--- config.mk ---
export PLATFORM = sky130hd
export DESIGN_NAME = mvpt_fin
export DESIGN_NICKNAME = d
export VERILOG_FILES = /design/src/assert_macros.svh /design/src/mvpt_pkg.sv /design/src/mvpt_fin.sv
export SDC_FILE = /design/constraint.sdc
export NUM_CORES = 1
export LEC_CHECK = 0
export BUFFER_PORTS_ARGS = -buffer_cell sky130_fd_sc_hd__clkbuf_2
export CAP_MARGIN = 30
export CORE_UTILIZATION = 49
export CTS_CLUSTER_SIZE = 14
export DETAILED_ROUTE_END_ITERATION = 8
export GPL_TIMING_DRIVEN = 0
export PLACE_DENSITY = 0.82
export SETUP_SLACK_MARGIN = 0.2
export SLEW_MARGIN = 20
export SYNTH_ARGS = -nofsm -noshare
export SYNTH_HDL_FRONTEND = slang
export SYNTH_SLANG_ARGS = --single-unit
--- constraint.sdc ---
create_clock -name clock -period 3.2 [get_ports clock]
set_input_delay 0.48 -clock clock [delete_from_list [all_inputs] [get_ports clock]]
set_output_delay 0.48 -clock clock [all_outputs]
set_load 0.005 [all_outputs]
--- src/assert_macros.svh ---
// Assertion helpers used by the top-level RTL file
`ifndef ASSERT_MACROS_SVH
`define ASSERT_MACROS_SVH

// Clocked property with a synchronous active-high reset
`define ASSERT_CLK(label, clk, rst, prop, msg) \
   label: assert property (@(posedge clk) disable iff (rst) prop) else $error(msg);

// Same, but also checked while reset is high
`define ASSERT_ALWAYS(label, clk, prop, msg) \
   label: assert property (@(posedge clk) prop) else $error(msg);

`endif

--- src/mvpt_pkg.sv ---
`default_nettype none
package mvpt_pkg;

   localparam int COORD_WIDTH_DEF = 32;
   localparam int COEF_WIDTH_DEF  = 18;
   localparam int CSR_ADDR_WIDTH  = 3;

   typedef enum logic [CSR_ADDR_WIDTH-1:0] {
      CSR_ROW_0    = 3'd0,
      CSR_ROW_1    = 3'd1,
      CSR_ROW_2    = 3'd2,
      CSR_DISTANCE = 3'd3,
      CSR_PERSP_EN = 3'd4
   } csr_index_type;

   typedef enum logic [1:0] {
      STATUS_OK       = 2'd0,
      STATUS_SAT      = 2'd1,
      STATUS_ZERO_DIV = 2'd2
   } status_type;

   // per-transaction flags carried alongside the data
   typedef struct packed {
      logic persp;
      logic zero_div;
      logic sat;
      logic x_neg;
      logic x_zero;
      logic y_neg;
      logic y_zero;
      logic d_neg;
   } flags_type;

endpackage
`default_nettype wire

--- src/mvpt_fin.sv ---
`default_nettype none
module mvpt_fin #(
   parameter int COORD_WIDTH = mvpt_pkg::COORD_WIDTH_DEF,
   parameter int QUOT_WIDTH  = COORD_WIDTH + COORD_WIDTH / 2
) (
   input  wire logic                          clock,
   input  wire logic                          reset,
   input  wire logic                          en,
   input  wire logic                          in_valid,
   input  wire mvpt_pkg::flags_type           in_flags,
   input  wire logic signed [COORD_WIDTH-1:0] in_rx,
   input  wire logic signed [COORD_WIDTH-1:0] in_ry,
   input  wire logic signed [COORD_WIDTH-1:0] in_rz,
   input  wire logic [QUOT_WIDTH-1:0]         in_q_x,
   input  wire logic [QUOT_WIDTH-1:0]         in_q_y,
   output logic                               out_valid,
   output logic signed [COORD_WIDTH-1:0]      out_x,
   output logic signed [COORD_WIDTH-1:0]      out_y,
   output logic signed [COORD_WIDTH-1:0]      out_z,
   output logic [1:0]                         out_status
);
   import mvpt_pkg::*;

   localparam logic [COORD_WIDTH-1:0] MAXV = {1'b0, {(COORD_WIDTH-1){1'b1}}};
   localparam logic [COORD_WIDTH-1:0] MINV = {1'b1, {(COORD_WIDTH-1){1'b0}}};
   localparam logic [QUOT_WIDTH-1:0]  LIM  = QUOT_WIDTH'(1) << (COORD_WIDTH - 1);

   // returns {saturated, value}
   function automatic logic [COORD_WIDTH:0] resolve(
      input logic [QUOT_WIDTH-1:0]  q,
      input logic                   num_neg,
      input logic                   num_zero,
      input flags_type              f,
      input logic [COORD_WIDTH-1:0] plain
   );
      logic                   big;
      logic                   sat;
      logic [COORD_WIDTH-1:0] val;
      big = |q[QUOT_WIDTH-1:COORD_WIDTH-1];
      sat = 1'b0;
      priority if (!f.persp) begin
         val = plain;
      end else if (f.zero_div) begin
         val = num_zero ? '0 : (num_neg ? MINV : MAXV);
      end else if (num_neg ^ f.d_neg) begin
         sat = big && (q != LIM);
         val = sat ? MINV : -q[COORD_WIDTH-1:0];
      end else begin
         sat = big;
         val = sat ? MAXV : q[COORD_WIDTH-1:0];
      end
      return {sat, val};
   endfunction

   logic [COORD_WIDTH:0] res_x;
   logic [COORD_WIDTH:0] res_y;
   status_type           status_in;

   always_comb begin
      res_x = resolve(in_q_x, in_flags.x_neg, in_flags.x_zero, in_flags, in_rx);
      res_y = resolve(in_q_y, in_flags.y_neg, in_flags.y_zero, in_flags, in_ry);
      priority if (in_flags.zero_div) begin
         status_in = STATUS_ZERO_DIV;
      end else if (in_flags.sat || res_x[COORD_WIDTH] || res_y[COORD_WIDTH]) begin
         status_in = STATUS_SAT;
      end else begin
         status_in = STATUS_OK;
      end
   end

   always_ff @(posedge clock) begin
      if (reset) begin
         out_valid <= 1'b0;
      end else if (en) begin
         out_valid <= in_valid;
      end
      if (en) begin
         out_x      <= res_x[COORD_WIDTH-1:0];
         out_y      <= res_y[COORD_WIDTH-1:0];
         out_z      <= in_rz;
         out_status <= status_in;
      end
   end

endmodule
`default_nettype wire

Word level (Yosys, flattened, before mapping)
Index checks and enable logic that the tools add are counted.
{"block": "totals", "regBits": 99}
{"block": "op_classes", "addsub": 2, "eq_ne": 2, "muxes": 21, "n_bitwise": 2, "n_reduce_logical": 6}
{"op": "$mux W32", "count": 14}
{"op": "$ne A48 B32 Y1 const B", "count": 2}
{"op": "$neg A32 Y32", "count": 2}
{"op": "$reduce_or A17 Y1", "count": 2}
{"op": "$mux W1", "count": 7}
{"op": "$logic_and A1 B1 Y1", "count": 2}
{"op": "$logic_or A1 B1 Y1", "count": 2}
{"op": "$xor A1 B1 Y1", "count": 2}

Depth between registers and ports, before layout
Gate-level depths: netlist of run 1.
{"block": "depth", "ltp_word": 8, "ltp_mapped": 9, "ltp_nobuf": 7}

Worst setup path before layout of run 1
Ideal clock, no wire load.
{"block": "synth_timing", "path_type": "input to register", "start": "input port in_q_y[10]", "end": "register out_y[25], data pin", "setup_ns": 0.137, "arrival_ns": 2.790, "required_time_ns": 3.063, "slack_ns": 0.273, "cell_stages": 7, "cell_sequence": "or4_1 buf_2 or4_1 buf_2 or4_4 or4b_1 nand3b_1"}
{"block": "synth_between", "elab_chain_len": 6, "elab_cells_between_ends": 7}
{"item": "start: declaration", "line": "mvpt_fin.sv:15", "source": "input wire logic [QUOT_WIDTH-1:0] in_q_y,"}
{"item": "parallel branches: the longest is 2 deep, another holds $neg A32 Y32"}
{"item": "$mux W32 *", "line": "mvpt_fin.sv:47", "source": "val = sat ? MINV : -q[COORD_WIDTH-1:0];"}
{"item": "$mux W32 *", "line": "mvpt_fin.sv:45", "source": "end else if (num_neg ^ f.d_neg) begin"}
{"item": "$mux W32 *", "line": "mvpt_fin.sv:43", "source": "end else if (f.zero_div) begin"}
{"item": "$mux W32 *", "line": "mvpt_fin.sv:41", "source": "priority if (!f.persp) begin"}
{"item": "named net res_y[25]", "line": "mvpt_fin.sv:56", "source": "logic [COORD_WIDTH:0] res_y;"}
{"item": "end signal: assignment", "line": "mvpt_fin.sv:79", "source": "out_y <= res_y[COORD_WIDTH-1:0];"}
{"item": "end: declaration", "line": "mvpt_fin.sv:18", "source": "output logic signed [COORD_WIDTH-1:0] out_y,"}
Mark *: on every way through the listed nets, which the timed path passes.
A chain may end at the register's enable or synchronous reset.

Worst setup path after layout of run 1
{"block": "layout_timing", "start": "input port in_q_x[0]", "end": "register out_x[9], data pin"}
{"block": "layout_between", "elab_chain_len": 6, "elab_cells_between_ends": 7}
{"item": "start: declaration", "line": "mvpt_fin.sv:14", "source": "input wire logic [QUOT_WIDTH-1:0] in_q_x,"}
{"item": "parallel branches: the longest is 2 deep, another holds $neg A32 Y32"}
{"item": "$mux W32 *", "line": "mvpt_fin.sv:47"}
{"item": "$mux W32 *", "line": "mvpt_fin.sv:45"}
{"item": "$mux W32 *", "line": "mvpt_fin.sv:43"}
{"item": "$mux W32 *", "line": "mvpt_fin.sv:41"}
{"item": "named net res_x[9]", "line": "mvpt_fin.sv:55", "source": "logic [COORD_WIDTH:0] res_x;"}
{"item": "end signal: assignment", "line": "mvpt_fin.sv:78", "source": "out_x <= res_x[COORD_WIDTH-1:0];"}
{"item": "end: declaration", "line": "mvpt_fin.sv:17", "source": "output logic signed [COORD_WIDTH-1:0] out_x,"}
Marked as above.

==> impl_metrics.json, run 1 <==
{
  "status": "completed",
  "rsz0062_at_grt": "false",
  "grt_use_total_pct": 38.9,
  "grt_pass1_vias": 7831,
  "synthesis.area_mm2": 0.00710,
  "fin_util_pct": 65.9,
  "timing.final.ws_setup_ns": 0.212,
  "clk_latency_ns": 0.36,
  "ir_drop_uv": 274,
  "cts-root-buf": "clkbuf_16",
  "crit_arrival_ns": 3.15,
  "cts_tree": "done",
  "initial_utilization_pct": 50.8,
  "ctsHtreeMaxLevel": 3,
  "worstPathCellList": "clkbuf_2 > inv_1 > ha_1 > or3b_2 > nand4b_1 > o31ai_4 > clkbuf_1 > o211ai_1 > a31oi_1",
  "avgSynthCellArea_um2": 9.02,
  "drt_wl_total_um": 29400,
  "finalClockSkew_ns": 0,
  "place.gp.congestion": 1.06,
  "num-nets-final": 1305,
  "synthArstFlopShare_pct": 0,
  "slowest_stage": "or3b_2",
  "drv_slew": 0,
  "whs_ns": 0.273,
  "power_frac_seq_pct": 44.9,
  "antenna_cells": 0,
  "routed_via_density": 6.66,
  "power_switching_w": 0.00113,
  "fmax_ghz": 0.335,
  "pwr-share-comb_pct": 24.9,
  "dp_worst_setup_slack_ns": -0.683,
  "rows": 43,
  "p_leak_nw": 3.60,
  "cts_sinks": 99,
  "stdcell_area_mm2": 0.00923,
  "ys_seq_area_share_pct": 41.7,
  "syn_inst": 787,
  "dpl-instance-area_mm2": 0.00883,
  "synth_ff_type": "edfxtp_1",
  "maxCapViolCount": 0,
  "first_pass_iters": 5,
  "crit_buf_inv": 3,
  "clockBufferDepth": 2,
  "finalSetupViolations": 0,
  "portBuffers": 296,
  "fin_crit_ns": 2.99,
  "vias": 8552,
  "syn_to_final_growth_pct": 29.9,
  "clk_pin_slew_ns": 0.07,
  "critPathKind": "in2reg",
  "drt-initial-drc-count": 1092,
  "crit_fanout": 10,
  "worst_pin_slew_ns": 0.910,
  "p_clk_share_pct": 30.2,
  "yosysWarningCount": 0,
  "p_sw_share_pct": 31.4,
  "grt_pass1_wl_um": 43600,
  "post-dp-hpwl_um": 22100,
  "core_region_area_mm2": 0.0140,
  "cts_buffers": 9,
  "grt_max_degree": 100,
  "fp.dieH_um": 122,
  "power_per_cell_area_mw_per_mm2": 391,
  "slowest_delay_ns": 0.54,
  "drive_gt1_share_pct": 31.7,
  "hold_violations": 0,
  "reg2reg_setup_slack_ns": 2.61,
  "grt_overflow": 0,
  "endpoint_kind": "flip-flop",
  "hold_buffers": 0,
  "cpLargestDelayFamily": "compound AO/OA/AOI/OAI gates",
  "synth_nets": 993,
  "hold_class": "in2reg",
  "fp.dieW_um": 122,
  "layout_commonest_cell": "clkbuf_2",
  "ant_nets": 0,
  "slew_headroom_pct": 39.4,
  "ios": 303,
  "p_int_w": 0.00247,
  "start_kind": "input port",
  "ys_types": 57,
  "min_period_over_period_pct": 93.4,
  "wl_per_cell_um": 22.9,
  "ys_seq_elements": 99,
  "die-area_mm2": 0.0150,
  "antenna_found_initial": 1,
  "final_cell_mix": "300 x clkbuf_2, 98 x edfxtp_1, 60 x nand3_1, 60 x o21ai_0, 54 x nor2_1",
  "synth_edf_count": 98,
  "drc_errors": 0,
  "critPathRequiredTime_ns": 3.36
}
timing repair:
item / in CTS / in global routing
pin swaps: 1 / 1
setup buffers: 1 / 3
resized for setup: 8 / 11
endpoints found under the setup margin: 57 / 38
per-stage QoR:
step                setup TNS [ns]  cells  power, W
global placement            -26.05   1263   0.00249
CTS                              0   1281   0.00356
global route                     0   1284   0.00373
floorplan                        0    787   0.00203
finish                           0   1284   0.00360
detailed placement          -28.05   1264   0.00250
cell families after synthesis:
logic type      after synthesis  share of synthesized area [%]
fa+ha+maj                     2                          0.352
xor+xnor                      7                          0.864
buf+inv                      76                           4.09
mux                           7                           1.02
compound gates              244                           24.1
simple gates                352                           27.8
flops                        99                           41.7
cell type report:
class | count | area (um^2)
Clock buffer | 9 | 225
Timing Repair Buffer | 301 | 1530
Buffer | 61 | 243
Clock inverter | 7 | 62.6
Inverter | 15 | 56.3
Fill cell | 1239 | 4760
Sequential cell | 99 | 2960
Tap cell | 180 | 225
Multi-Input combinational cell | 612 | 3920
final timing paths:
| check | end | start | cells past startpoint |
|---|---|---|---|
| worst min-delay path | out_valid | reset | 2 |
| worst max register to register | out_valid | out_valid | 2 |
| worst min register to register | out_valid | out_valid | 2 |
| worst max-delay path | out_x[9] | in_q_x[0] | 9 |
registers in the layout, indices dropped and copies added (netlist names):
register / flops
out_x: 32
out_y: 32
out_z: 32
out_status: 2
out_valid: 1
power groups by stage:
stage          clock network [W]  registers (W)  logic [W]
5_1_grt                  0.00113        0.00163   0.000964
2_1_floorplan                  0        0.00166   0.000364
4_1_cts                  0.00108        0.00162   0.000861
3_3_place_gp                   0        0.00165   0.000845
3_5_place_dp                   0        0.00165   0.000853
6_report                 0.00109        0.00162   0.000896
cells in the mapped netlist, types with 8 or more instances:
master | count | share of area, %
a31oi_1 | 23 | 2.0
nand2b_1 | 8 | 0.70
o211ai_1 | 50 | 5.3
and2_1 | 10 | 0.88
and3_1 | 22 | 1.9
nand4_1 | 16 | 1.4
edfxtp_1 | 98 | 41
clkbuf_1 | 54 | 2.9
nor4b_1 | 16 | 2.0
nand3_1 | 60 | 4.2
nor2_1 | 54 | 2.9
or3_1 | 13 | 1.1
and4_1 | 10 | 1.2
or4_1 | 9 | 0.95
o31ai_1 | 20 | 2.1
inv_1 | 15 | 0.79
nor4_1 | 39 | 3.4
nand2_1 | 36 | 1.9
nor3_1 | 34 | 2.4
o21ai_0 | 60 | 4.2
o21a_1 | 31 | 3.3
a211oi_1 | 8 | 0.85
routing by layer:
layer	GRT usage [%]	routed length (um)	up-vias
li1	-	-	3812
met1	54.0	11800	3934
met2	57.0	12600	704
met3	9.34	3760	100
met4	17.5	1210	2
met5	0	17	-
Note: power is estimated with default switching activity, not from simulation.
==> run 2: changes to the inputs <==
--- a/config.mk
+++ b/config.mk
@@ -11,7 +11,7 @@
 export CTS_CLUSTER_SIZE = 14
 export DETAILED_ROUTE_END_ITERATION = 8
 export GPL_TIMING_DRIVEN = 0
-export PLACE_DENSITY = 0.82
+export PLACE_DENSITY = 0.81
 export SETUP_SLACK_MARGIN = 0.2
 export SLEW_MARGIN = 20
 export SYNTH_ARGS = -nofsm -noshare
==> run 2 against run 1 <==
Net effect: combinational power decreased by 0.8%; cell count down 0.16%; clock-buffer cell count unchanged; routed wire length decreased by 0.85%; total power decreased by 0.20%; largest cell class unchanged.
==> impl_metrics.json, run 2 (same netlist as run 1, synthesis figures left out) <==
{
  "worst_pin_slew_ns": 0.950,
  "clk_latency_ns": 0.35,
  "ctsHtreeMaxLevel": 3,
  "grt_overflow": 0,
  "regArea_mm2": 0.00296,
  "maxCapViolCount": 0,
  "finalSetupViolations": 0,
  "rsz0062_at_grt": "true",
  "die-area_mm2": 0.0150,
  "slowest_delay_ns": 0.52,
  "antenna_found_initial": 0,
  "cpLargestDelayFamily": "compound AO/OA/AOI/OAI gates",
  "fp.dieH_um": 122,
  "fin_cells": 1282,
  "slew_headroom_pct": 36.2,
  "syn_to_final_growth_pct": 29.5,
  "multi_input_area_mm2": 0.00391,
  "layout_commonest_cell": "clkbuf_2",
  "grt_max_degree": 100,
  "dp_cells": 1264,
  "status": "completed",
  "nFillCells": 1264,
  "clockBufferDepth": 2,
  "hold_class": "in2reg",
  "place.gp.congestion": 1.00,
  "fp.dieW_um": 122,
  "drt_wl_total_um": 29100,
  "endpoint_kind": "flip-flop",
  "r2r.worst_path.cells": 2,
  "finalClockSkew_ns": 0,
  "worstPathCellList": "clkbuf_2 > inv_1 > ha_1 > or3b_2 > nand4b_1 > o31ai_4 > buf_2 > nand3_1 > a221oi_1",
  "vias": 8603,
  "routed_via_density": 6.71,
  "timing.rr.start": "out_valid",
  "hold_end": "out_valid",
  "worstReg2RegEnd": "out_valid",
  "wl_per_cell_um": 22.7,
  "antenna_cells": 0,
  "grt_pass1_wl_um": 42200,
  "num-nets-final": 1303,
  "crit_arrival_ns": 3.08,
  "fin_crit_ns": 2.99,
  "whs_ns": 0.287,
  "hold_depth": 2,
  "start_kind": "input port",
  "ir_drop_uv": 235,
  "slowest_stage": "or3b_2",
  "final_cell_mix": "299 x clkbuf_2, 98 x edfxtp_1, 60 x nand3_1, 60 x o21ai_0, 54 x nor2_1",
  "grt_use_total_pct": 37.9,
  "post-dp-hpwl_um": 21900,
  "core_region_area_mm2": 0.0140,
  "initial_utilization_pct": 50.8,
  "first_pass_iters": 6,
  "power_per_cell_area_mw_per_mm2": 391,
  "drv_slew": 0,
  "critPathKind": "in2reg",
  "cts_buffers": 9,
  "grt_pass1_vias": 7551,
  "fmax_ghz": 0.335,
  "ios": 303,
  "portBuffers": 296,
  "min_period_over_period_pct": 93.4,
  "drc_errors": 0,
  "hold_violations": 0,
  "crit_fanout": 10,
  "cts_tree": "done",
  "drt-initial-drc-count": 1257,
  "crit_buf_inv": 3,
  "rows": 43,
  "p_leak_nw": 3.59,
  "reg_top3": "out_x x32, out_y x32, out_z x32",
  "ant_nets": 0,
  "cts_sinks": 99,
  "reg2reg_setup_slack_ns": 2.59,
  "drive_gt1_share_pct": 31.3,
  "cts-root-buf": "clkbuf_16",
  "critPathRequiredTime_ns": 3.29,
  "clk_pin_slew_ns": 0.07,
  "worstHoldStart": "reset"
}
[run 2: cell types whose count changed in the layout (fill, tap and decap cells not counted), sizes merged]
cell and delta:
clkbuf -1, clkdlybuf4s15 -1
[run 2: per-stage QoR]
stage / power (W) / utilization (%) / worst slack (ns) / setup TNS [ns] / cell area, um^2
after floorplan: 0.00203 / - / 0.273 / 0 / 7100
after global placement: 0.00249 / 63.0 / -0.580 / -21.91 / 8810
after detailed placement: 0.00250 / 63.1 / -0.540 / -20.02 / 8830
after CTS: 0.00356 / 65.4 / 0.229 / 0 / 9160
after global routing: 0.00371 / 65.7 / 0.187 / 0 / 9190
final: 0.00360 / 65.7 / 0.211 / 0 / 9190
[run 2: layout make-up]
type	count	area share (%)
Buffer	61	2.64
Clock buffer	9	2.45
Clock inverter	7	0.681
Inverter	15	0.613
Multi-Input combinational cell	612	42.5
Sequential cell	99	32.2
Tap cell	180	2.45
Timing Repair Buffer	299	16.4
[run 2: worst reg2reg max path: stages (launching register included)]
cell and delay (ns):
dfxtp_1 0.32, mux2i_1 0.12, nor2_1 0.06
[run 2: how the worst max path moves through the flow]
stage          startpoint         to  cells after the start
2_1_floorplan  in_q_y[10]  out_y[25]                      7
3_3_place_gp    in_q_x[0]  out_x[15]                     10
3_5_place_dp    in_q_x[0]  out_x[15]                     10
4_1_cts         in_q_y[0]  out_y[28]                      9
5_1_grt         in_q_x[0]  out_x[18]                     10
6_report        in_q_x[0]  out_x[11]                      9
[run 2: layer usage]
metal / wire length, um / track usage [%]
met1: 11500 / 52.2
met2: 12700 / 56.5
met3: 3840 / 8.83
met4: 1120 / 16.6
met5: 0 / 0
[run 2: report_power, final]
part	total [W]	switching, W	internal, W
sequential	0.00162	0.0000383	0.00158
combinational	0.000889	0.000544	0.000345
clock	0.00109	0.000544	0.000541
[run 2: repair_timing]
action | in CTS | in global routing
pin swaps | 0 | 1
hold buffers | 0 | 0
setup endpoints to repair | 49 | 32
gates resized for setup | 8 | 9
hold endpoints to repair | 0 | 0
buffers inserted | 1 | 1
